File: config.mk
export PLATFORM = sky130hd
export DESIGN_NAME = ptce_ram
export DESIGN_NICKNAME = d
export VERILOG_FILES = /design/src/hdl/ptce_ram.sv
export SDC_FILE = /design/constraint.sdc
export NUM_CORES = 1
export LEC_CHECK = 0
export BUFFER_PORTS_ARGS = -buffer_cell sky130_fd_sc_hd__clkbuf_2
export CAP_MARGIN = 20
export CELL_PAD_IN_SITES_DETAIL_PLACEMENT = 1
export CELL_PAD_IN_SITES_GLOBAL_PLACEMENT = 1
export CORE_UTILIZATION = 30
export DETAILED_ROUTE_END_ITERATION = 16
export PLACE_DENSITY = 0.54
export SLEW_MARGIN = 10
export SYNTH_ARGS = -nofsm -noshare
export SYNTH_HDL_FRONTEND = slang
export SYNTH_SLANG_ARGS = --single-unit
File: constraint.sdc
create_clock -name clk -period 1.9 [get_ports clk]
set_input_delay 0.285 -clock clk [delete_from_list [all_inputs] [get_ports clk]]
set_output_delay 0.285 -clock clk [all_outputs]
set_load 0.05 [all_outputs]
File: src/hdl/ptce_ram.sv
// ptce_ram: simple dual port memory, one write and one registered read port
// depends on nothing; used for the child table and both counter stores
`default_nettype none

module ptce_ram #(
	parameter int WIDTH = 8,
	parameter int DEPTH = 16,
	localparam int AW = $clog2(DEPTH)
) (
	input  wire logic             clk,
	input  wire logic             wr_en,
	input  wire logic [AW-1:0]    wr_addr,
	input  wire logic [WIDTH-1:0] wr_data,
	input  wire logic             rd_en,
	input  wire logic [AW-1:0]    rd_addr,
	output logic      [WIDTH-1:0] rd_data
);

	logic [WIDTH-1:0] mem [DEPTH];

	// write port
	always_ff @(posedge clk) begin
		if (wr_en) begin
			mem[wr_addr] <= wr_data;
		end
	end

	// registered read port
	always_ff @(posedge clk) begin
		if (rd_en) begin
			rd_data <= mem[rd_addr];
		end
	end

endmodule

`default_nettype wire

# [Word-level counts from Yosys, hierarchy flattened]
# Memories as Yosys holds them, arrays and structs flattened. A register that Yosys moved wholly into a read port is not among the register bits.
# Index checks and enable logic that the tools add are counted.
[classes] muxes=2
[op_table] op="$mux 1" count=2
[word_totals] ramBits=128 register_bits=0 out_inout_bits=8 input_bits=19 memories=1
[mem_list] name="mem" depth=16 width=8 rd=1 rd_ports_with_merged_regs=1 wr=1 line="19" text="logic [WIDTH-1:0] mem [DEPTH];"

# [Depth between registers and ports, before layout]
[logic_depth] ltp_word=2 depth_mapped=5 depth_no_buf=3

# [Worst setup path after synthesis]
# OpenSTA, ideal clock, no wires.
[synth_path] path_kind="in2reg" from="input wr_addr[2]" to="memory mem[0][0], enable pin" arrival_time_ns=1.395 required_time_ns=1.517 cell_stages=2 slack_ns=0.122 cell_sequence="or3b_2 > nor3_1"
[synth_rtl] item="from (decl)" line="12" text="input wire logic [AW-1:0] wr_addr,"
[synth_rtl] item="to (decl)" line="19"
# Straight into the memory's write port.

==> impl_metrics.env <==
export IMPL_status="complete, no violations"
export IMPL_slew_headroom_pct=53.35
export IMPL_netlist_area_um2=5228
export IMPL_grt_pass1_vias=2704
export IMPL_core_um2=16820
export IMPL_cp_slowest_cell="mux4_1"
export IMPL_setup_violations=0
export IMPL_power_mw=6.955
export IMPL_required_ns=2.05
export IMPL_arrival_ns=1.70
export IMPL_hold_path_class="in2reg"
export IMPL_final_cells=519
export IMPL_place_area_um2=5782
export IMPL_hold_viol=0
export IMPL_antenna_left=0
export IMPL_cts_root_buffer="clkbuf_16"
export IMPL_synth_nets=248
export IMPL_design_portCount=27
export IMPL_cts_setup_buffers=0
export IMPL_layout_common_cells="edfxtp_1, clkbuf_2, mux4_2, buf_4, clkbuf_16"
export IMPL_path_cells="mux4_1 -> a22oi_1 -> nand2_1"
export IMPL_cts_path_max_buffers=2
export IMPL_cts_made_buffers=17
export IMPL_wire_per_inst_um=22.06
export IMPL_design_area_um2=6349
export IMPL_firstDrtPassIters=4
export IMPL_layout_min_cycle_time_ns=1.554
export IMPL_path_clk_slew_ns=0.06
export IMPL_synth_ff_type="edfxtp_1"
export IMPL_synth_edf_count=136
export IMPL_p_per_area_nw_per_um2=1096
export IMPL_dp_hpwl_mm=7.285
export IMPL_syn_to_final_growth_pct=21.45
export IMPL_grt_ovfl_total=0
export IMPL_clk_latency_ns=0.41
export IMPL_cp_max_fo=1
export IMPL_clock_fmax_mhz=643.6
export IMPL_cts_sinks=136
export IMPL_startpoint_type="flop"
export IMPL_n_antenna_cell=0
export IMPL_die_h_um=134.0
export IMPL_yosysSeqAreaShare_pct=78.12
export IMPL_ys_seq_elements=136
export IMPL_gp_congestion=0.6837
export IMPL_io_buffers=26
export IMPL_cp_end_kind="flop"
export IMPL_clock_skew_ns=0.004185
export IMPL_total_leakage_power_nw=2.128
export IMPL_initial_utilization_pct=31.08
export IMPL_drv_slew=0
export IMPL_fin_nets=306
export IMPL_drtIter0Drc=197
export IMPL_htree_levels=4
export IMPL_avgSynthCellArea_um2=22.83
export IMPL_dp_cells=488
export IMPL_antenna_found_initial=0
export IMPL_synth_cell_type_count=18
export IMPL_rsz0062_at_grt="no"
export IMPL_rows=47
export IMPL_fill_cells=1664
export IMPL_critical_path_max_stage_delay_ns=0.51
export IMPL_fin_util_pct=37.75
export IMPL_grt_pass1_wl_mm=17.52
export IMPL_async_flop_share_pct=0
export IMPL_crit_type="reg2reg"
export IMPL_via_per_inst=4.784
export IMPL_route_vias_total=2483
export IMPL_fp_dieW_um=134.0
export IMPL_grt_total_usage_pct=14.00
export IMPL_drc=0
export IMPL_wl_mm=11.45
export IMPL_holdWs_ns=0.2959
export IMPL_ir_drop_mv=0.6345
export IMPL_synthCells=229
export IMPL_final_common_cell="edfxtp_1"
export IMPL_worst_slew_pin_slew_ns=0.6971
export IMPL_drive_gt1_share_pct=30.77
export IMPL_cts_hold_buffers=0
export IMPL_cap_viol_max_count=0
export IMPL_die_area_um2=17960
export IMPL_synth_warnings=0
export IMPL_post_cts_resized=0
export IMPL_cts_tree="built"
export IMPL_grt_max_degree=22
export IMPL_fin_crit_sh_pct=81.78
[final cells by class]
type,instances,area (µm²),share of cell area [%]
Clock buffer,19,432.9,6.819
Timing Repair Buffer,49,365.4,5.755
Tap cell,220,275.3,4.336
Sequential cell,136,4084,64.33
Clock inverter,12,133.9,2.109
Multi-Input combinational cell,83,1057,16.65
[cell families (layout without fill, tap and decap cells)]
kind of cell	count (synthesis)	in the layout	share of synthesized area [%]
mux	32	32	14.79
simple gates	35	35	3.136
compound gates	16	16	2.298
buf+inv	10	80	1.651
flops	136	136	78.12
[power breakdown]
part | internal, mW | switching [mW]
logic | 0.145 | 0.237
clock network | 2.02 | 1.15
registers | 3.38 | 0.0185
[worst paths after layout]
| kind | startpoint | endpoint | slack, ns | cells after the start |
|---|---|---|---|---|
| worst max register to register | mem[1][2] | rd_data[2] | 0.35 | 3 |
| worst min register to register | mem[8][4] | rd_data[4] | 0.76 | 3 |
| worst max-delay path | mem[1][2] | rd_data[2] | 0.35 | 3 |
| worst min-delay path | rd_en | rd_data[1] | 0.30 | 1 |
[sequential cells by signal, summed over array words and instances, names as in the netlist]
signal,count
mem,128
rd_data,8
[critical path, delay by kind of cell (launching register included)]
family / cells / cell delay (ns)
DFF: 1 / 0.35
AOI/OAI and AO/OA: 1 / 0.35
and+or+nand+nor: 1 / 0.08
muxes: 1 / 0.51
[routing by layer]
| layer | GRT usage (%) | wire length, µm |
|---|---|---|
| met5 | 0 | 0 |
| met4 | 5.871 | 182 |
| met3 | 2.834 | 427 |
| met2 | 22.71 | 5742 |
| met1 | 18.32 | 5097 |
[metrics by stage]
stage / setup TNS (ns) / worst slack (ns)
after CTS: 0 / 0.3590
after detailed placement: -0.03968 / -0.02980
after global placement: -0.04539 / -0.03750
after floorplan: 0 / 0.1221
after global routing: 0 / 0.2959
final: 0 / 0.3463
[synthesized netlist by cell type, types with 2 or more instances]
cell / number / area, µm²
nor2_1: 13 / 48.80
mux4_2: 18 / 405.4
edfxtp_1: 136 / 4084
buf_6: 3 / 33.78
nand2_1: 9 / 33.78
buf_2: 3 / 15.01
nor3_1: 4 / 20.02
a22oi_1: 16 / 120.1
nand3b_1: 2 / 15.01
clkdlybuf4s25_2: 3 / 30.03
nand2b_1: 2 / 12.51
mux4_1: 14 / 367.9
(Power assumes the default switching activity.)
