$ cat config.mk
export PLATFORM = sky130hd
export DESIGN_NAME = ptce_alu
export DESIGN_NICKNAME = d
export VERILOG_FILES = /design/src/hdl/ptce_pkg.sv /design/src/hdl/ptce_alu.sv
export SDC_FILE = /design/constraint.sdc
export NUM_CORES = 1
export LEC_CHECK = 0
export ABC_AREA = 1
export BUFFER_PORTS_ARGS = -buffer_cell sky130_fd_sc_hd__clkbuf_2
export CORE_ASPECT_RATIO = 0.8
export CORE_UTILIZATION = 60
export DETAILED_ROUTE_END_ITERATION = 12
export GPL_TIMING_DRIVEN = 0
export PLACE_DENSITY = 0.95
export SLEW_MARGIN = 10
export SYNTH_ARGS = -nofsm -noshare
export SYNTH_HDL_FRONTEND = slang
export SYNTH_SLANG_ARGS = --single-unit
$ cat constraint.sdc
create_clock -name vclk -period 3.5
set_input_delay 0.175 -clock vclk [all_inputs]
set_output_delay 0.175 -clock vclk [all_outputs]
set_load 0.05 [all_outputs]
$ cat src/hdl/ptce_pkg.sv
// ptce_pkg: shared types and codes for the prefix tree counter engine
// no dependencies; imported by ptce_alu and the engine core
`default_nettype none

package ptce_pkg;

	// operation of one letter request
	typedef enum logic [1:0] {
		OP_INSERT       = 2'd0,
		OP_ERASE        = 2'd1,
		OP_COUNT_WORD   = 2'd2,
		OP_COUNT_PREFIX = 2'd3
	} op_t;

	// result status codes
	typedef enum logic [1:0] {
		ST_OK      = 2'd0,
		ST_MISSING = 2'd1,
		ST_FULL    = 2'd2
	} status_t;

	localparam int SYMBOL_W = 5;
	localparam int TALLY_W  = 32;

	// one input request: a single letter of a word
	typedef struct packed {
		op_t                 op;
		logic [SYMBOL_W-1:0] symbol;
		logic                last;
	} item_t;

	// one result request, given on the final letter
	typedef struct packed {
		status_t                    status;
		logic signed [TALLY_W-1:0]  tally;
	} result_t;

	// sequencer states
	typedef enum logic [2:0] {
		S_CLEAR,
		S_IDLE,
		S_ADDR,
		S_CHILD,
		S_PASS,
		S_LOOK,
		S_FIN
	} state_t;

endpackage

`default_nettype wire

$ cat src/hdl/ptce_alu.sv
// ptce_alu: shared counter adder, increments on insert and decrements otherwise
// depends on ptce_pkg for the op codes
`default_nettype none

module ptce_alu
	import ptce_pkg::*;
#(
	parameter int WIDTH = 32
) (
	input  wire op_t              op,
	input  wire logic [WIDTH-1:0] operand,
	output logic      [WIDTH-1:0] sum
);

	// wrapping step of one
	always_comb begin
		if (op == OP_INSERT) begin
			sum = operand + WIDTH'(1);
		end else begin
			sum = operand - WIDTH'(1);
		end
	end

endmodule

`default_nettype wire

== After elaboration in Yosys (flattened, before gate mapping) ==
Index checks and enable logic that the tools add are counted.
Widths: inputs -> output; s select.
Storage, ports and cells
  bits in registers: 0
  latch bits: 0
  RAM bits: 0
  memory bits (read-only): 0
  output and inout port bits: 32
  memories: 0
Cells by class
  add/subtract/negate cells: 2
  $mul: 0
  divide/modulo/power cells: 0
  $lt $le $gt $ge: 0
  eq/ne operators: 0
  shift-type cells: 0
  mux-type cells: 1
  bitwise gates (word level): 0
  reductions and logical operators: 1
Operators with widths (count)
  $add 32x1->32 const B: 1
  $mux 32: 1
  $sub 32x1->32 const B: 1
  $logic_not 2->1: 1

== Depth between registers and ports, before layout ==
Gate-level depths: netlist (run 1).
  word-level depth: 2
  depth in mapped cells: 13

== Worst setup path before layout (run 1) ==
OpenSTA, ideal clock, no wires.
  path kind: input-to-output
  start: in op[1]
  end: out sum[13]
  arrival time: 2.579 ns
  path slack: 0.746 ns
  stages on the path: 9
  buffers on the path: 0
  path through: nor2_1 > inv_1 > ha_1 > or2_1 > nand3_1 > nand2_1 > nand2_1 > nand2_1 > xor2_1
Between the ends
  word-level cells in the longest chain between the ends: 2
RTL lines
  start, declared: line ptce_alu.sv:10  | input wire op_t op,
  $logic_not 2->1: line ptce_alu.sv:17  | if (op == OP_INSERT) begin
  $mux 32: line ptce_alu.sv:17
  end, declared: line ptce_alu.sv:12  | output logic [WIDTH-1:0] sum
Every way passes these cells.

== Worst setup path in the final report (run 1) ==
  start: in op[1]
  end: out sum[30]
Same word-level chain as after synthesis.

==> impl_metrics.tcl, run 1 <==
set metrics [dict create \
    fp-row-count 20 \
    drtAntennaViolNets 0 \
    yosys.area.top_type "nand2_1" \
    clkbuf_count 0 \
    crit_fanout 33 \
    coreArea_mm2 0.003804 \
    synth_compound_area_frac 0.04817 \
    synth.area.top_cells "nand2_1 37%, inv_1 19%, ha_1 17%, nor2_1 6.3%, nand3_1 5.4%" \
    seq_cell_count 0 \
    grt-ovfl-total 0 \
    grt_first_pass_wirelength_um 10880 \
    holdBufCountCts 0 \
    syn_to_final_growth_pct 16.70 \
    cpMostUsedCell "nand2_1" \
    relSlewSlack 0.2820 \
    setup_violations 0 \
    p_per_area_mw_per_mm2 280.6 \
    ys_warn_count 0 \
    max_stage_delay_ns 0.63 \
    post_drt_wl_per_cell_um 10.71 \
    io_pins 66 \
    fill_cells 383 \
    synthTopCellsByCount "236 x nand2_1, 121 x inv_1, 40 x nor2_1, 33 x ha_1, 26 x nand3_1" \
    synth_top_area_share 0.3707 \
    diodes 0 \
    grt_max_degree 34 \
    min_period_ns 3.006 \
    period_share 0.8588 \
    cp_data_required_time_ns 3.32 \
    use_met2 0.5367 \
    grtUsageMet3 0.01199 \
    post_cts_resized 0 \
    gr-max-usage-layer "met2" \
    syn_area_per_cell_um2 4.704 \
    synth_cell_types 16 \
    synth_top_family_by_area "simple AND/OR/NAND/NOR gates" \
    muxShareOfSynthArea 0 \
    grt_antenna_before_repair 0 \
    drive_gt1_frac 0.1220 \
    fin_setup_tns_ns 0 \
    start_kind "input port" \
    route.vias.total 3184 \
    syn-num-nets 576 \
    drc 0 \
    drt_iter0_drc 225 \
    synthesis.area_mm2 0.002390 \
    finalHoldViolCount 0 \
    synthSimpleGateAreaFrac 0.5220 \
    path_cells "clkbuf_2 -> nor2_1 -> inv_1 -> ha_1 -> nand2_1 -> nor2_1 -> nand2_1 -> nand3_2 -> nand2_1 -> nand2_1 -> nand2_1 -> nand2_1 -> nand2_1 -> nand2_1 -> clkbuf_2" \
    cts_setup_buffers 0 \
    port_buffers 66 \
    slew_violations 0 \
    crit_family "simple AND/OR/NAND/NOR gates" \
    ff_latch_area_um2 0 \
    die_h_um 58.45 \
    grt_use_total 0.3190 \
    cap_viol_max_count 0 \
    synthAdderAreaFrac 0.1812 \
    fin_nets 644 \
    gp_congestion 0.9360 \
    max_freq_ghz 0.3327 \
    timing.critical_path.buf_inv 3 \
    synth_seq_area_share 0 \
    cp.arrival_ns 2.83 \
    initial_core_util 0.6283 \
    synthCells 508 \
    wl_um 6734 \
    use_met1 0.4702 \
    vias_per_cell 5.062 \
    place.detailed.hpwl_um 5929 \
    status "finished, final reports clean" \
    vdd_drop_max_mv 0.1559 \
    grt_pass1_vias 2607 \
    first_pass_iters 5 \
    tightest_slew_ns 1.076 \
    multiInputGateArea_mm2 0.001936 \
    synth_most_common_cell "nand2_1" \
    hp-class "in -> out" \
    totalPowerFinal_uw 782.6 \
    synth_xor_area_frac 0.05864 \
    crit_path_end_kind "primary output" \
    rsz0062_at_grt "no" \
    dieWidth_um 72.56 \
    critPathKind "in -> out" \
    leakagePower_uw 0.002043 \
    cp_slowest_cell "ha_1" \
    die-area_mm2 0.004241 \
]
[through the flow]
step / utilization / cell area (µm²) / setup WS [ns] / std cells / hold slack, ns
after detailed placement: 0.7332 / 2789 / 0.5111 / 629 / 0.7615
after floorplan: - / 2390 / 0.7464 / 508 / 0.5483
after global placement: 0.7332 / 2789 / 0.5529 / 629 / 0.7547
after CTS: 0.7332 / 2789 / 0.5036 / 629 / 0.7629
after global routing: 0.7332 / 2789 / 0.2148 / 629 / 0.7867
final: 0.7332 / 2789 / 0.4941 / 629 / 0.7596
[per-layer routing]
| metal | share of wire | up-vias |
|---|---|---|
| met1 | 0.47 | 1395 |
| li1 | - | 1645 |
| met5 | 0 | - |
| met3 | 0.088 | 4 |
| met4 | 0.0015 | 0 |
| met2 | 0.44 | 140 |
[worst paths after layout]
kind,start,endpoint,slack (ns),cells past startpoint
max,op[1],sum[30],0.49,15
min,operand[0],sum[0],0.76,3
[where the power goes]
part           total [µW]  switching [µW]  internal (µW)  leakage [µW]
Combinational         783             578            205       0.00204
Clock                   0               0              0             0
Sequential              0               0              0             0
[cells in the final DEF (no fill, tap or decap), drive strengths merged]
master,n
o21bai,1
a21oi,20
fa,1
clkbuf,66
nor3,3
nand4,5
nor2,40
xnor2,2
nand3,27
or2,1
xor2,14
a21o,1
nand2,239
inv,121
ha,33
[final cells by class]
| class | count | area share |
|---|---|---|
| multi-input cells | 387 | 0.6940 |
| well taps | 55 | 0.02467 |
| inverters | 121 | 0.1629 |
| repair buffers | 66 | 0.1184 |
[logic make-up after synthesis]
group,Yosys count
simple gates,315
fa+ha+maj,34
xor+xnor,16
buf+inv,121
compound gates,22
(Power assumes the default switching activity.)
==> run 2, diff against run 1 <==
- CORE_UTILIZATION: 60 -> 51
- PLACE_DENSITY: 0.95 -> 0.91
- clock period: 3.5 -> 2.4 ns (I/O delays scaled with it)
==> run 2 against run 1 <==
  * The run now ends with negative setup slack left
  * Via count grew 9.1%
  * Combinational power is 72% higher
  * Cell count is 1.4% higher
  * Setup slack got worse by 0.74 ns
  * Sequential share of layout area did not move
  * Utilization is 2.1 points higher
  * Global-route usage shrank 3.5 points
  * Critical path type unchanged
  * Largest power group unchanged
==> impl_metrics.tcl, run 2 (same netlist as run 1, synthesis figures left out) <==
set metrics [dict create \
    dieWidth_um 78.54 \
    initial_core_util 0.5512 \
    cpMostUsedCell "nand2_1" \
    place_inst 631 \
    drtAntennaViolNets 0 \
    crit_family "simple AND/OR/NAND/NOR gates" \
    first_pass_iters 10 \
    period_share 1.104 \
    io_pins 66 \
    path_cells "clkbuf_2 -> nor2_4 -> clkinvlp_4 -> buf_6 -> buf_12 -> ha_2 -> nand2_1 -> nand2_1 -> nand2_1 -> nand2_1 -> nand2_1 -> nand2_1 -> a21oi_1 -> nand2_1 -> nand2_1 -> nand2_1 -> clkbuf_4" \
    seq_cell_count 0 \
    finalHoldViolCount 0 \
    hp-start "operand[0]" \
    fp-row-count 21 \
    ff_latch_area_um2 0 \
    fin_nets 651 \
    die_h_um 63.23 \
    rsz0062_at_grt "yes" \
    final_common_cell "nand2_1" \
    critPathKind "in -> out" \
    grt_use_total 0.2839 \
    leakagePower_uw 0.002115 \
    fin_setup_tns_ns -0.2600 \
    max_stage_delay_ns 0.31 \
    whs_endpoint "sum[0]" \
    instances_no_fill 638 \
    post_drt_wl_per_cell_um 14.29 \
    cp.arrival_ns 2.53 \
    grt_first_pass_wirelength_um 11610 \
    totalPowerFinal_uw 1350 \
    wl_um 9119 \
    port_buffers 66 \
    place_ws_ns -0.5642 \
    min_period_ns 2.649 \
    start_kind "input port" \
    grt_max_degree 14 \
    violations "negative setup slack" \
    tightest_slew_ns 0.2808 \
    max_freq_ghz 0.3775 \
    p_per_area_mw_per_mm2 412.7 \
    syn_to_final_growth_pct 36.86 \
    gp_congestion 0.9076 \
    cp_slowest_cell "ha_2" \
    timing.critical_path.buf_inv 5 \
    place.detailed.hpwl_um 5855 \
    grt_antenna_before_repair 0 \
    vdd_drop_max_mv 0.2625 \
    drc 0 \
    worst_slack_ns -0.2491 \
    grt-ovfl-total 0 \
    relSlewSlack 0.8136 \
    diodes 0 \
    route.vias.total 3474 \
    setup_violations 2 \
    mostFrequentLayoutCells "228 x nand2_1, 120 x inv_1, 50 x clkbuf_2" \
    die-area_mm2 0.004965 \
    min_path_cells 3 \
    slew_violations 0 \
    fill_cells 313 \
    hp-class "in -> out" \
    status "complete, but fails checks" \
    clkbuf_count 0 \
    whs_ns 0.6457 \
    vias_per_cell 5.445 \
    grt_pass1_vias 2752 \
    drive_gt1_frac 0.2375 \
    cp_data_required_time_ns 2.28 \
    coreArea_mm2 0.004335 \
    cap_viol_max_count 0 \
    drt_iter0_drc 493 \
    holdBufCountCts 0 \
    crit_path_end_kind "primary output" \
    crit_fanout 13 \
]
-- run 2: cell types whose count changed in the layout (fill, tap and decap cells not counted), sizes merged --
cell	previous run	this run
clkinvlp	0	2
inv	121	120
buf	0	16
clkbuf	66	56
-- run 2: final cells by class --
type / instances / area [µm²] / share of cell area
Timing Repair inverter: 1 / 7.507 / 0.002295
Multi-Input combinational cell: 387 / 2286 / 0.6989
Tap cell: 57 / 71.32 / 0.02181
Inverter: 121 / 457.9 / 0.1400
Timing Repair Buffer: 72 / 447.9 / 0.1370
-- run 2: where the power goes --
part	leakage (µW)	switching, µW	internal, µW
registers	0	0	0
logic	0.00212	942	408
clock network	0	0	0
total	0.00212	942	408
-- run 2: tightest hold or removal path, stage by stage --
cell and delay [ns]:
clkbuf_2 0.10, inv_1 0.07, clkbuf_2 0.23
-- run 2: worst max path at each step --
stage	start	endpoint	slack, ns	cells after the start
finish	op[1]	sum[30]	-0.25	17
global route	op[1]	sum[30]	-0.33	17
CTS	op[0]	sum[29]	0.03	15
detailed placement	op[1]	sum[28]	-0.56	13
global placement	op[1]	sum[28]	-0.50	13
floorplan	op[1]	sum[13]	-0.24	9
-- run 2: timing repair --
action | CTS | global route
pin swaps | 1 | 2
setup buffers | 6 | 0
resized for setup | 14 | 87
setup endpoints to repair | 29 | 22
gates cloned | 1 | 0
-- run 2: stage by stage --
step | utilization | area (µm²)
finish | 0.7544 | 3271
global route | 0.7544 | 3271
CTS | 0.6840 | 2965
detailed placement | 0.6577 | 2851
global placement | 0.6577 | 2851
floorplan | - | 2450
-- run 2: metal layers --
layer  GRT usage  wire [µm]  vias up
met2      0.4620       4033      267
met4     0.07870        495        0
met5           0          0        -
met3     0.01159       1115       62
li1            -          -     1648
met1      0.4040       3475     1497
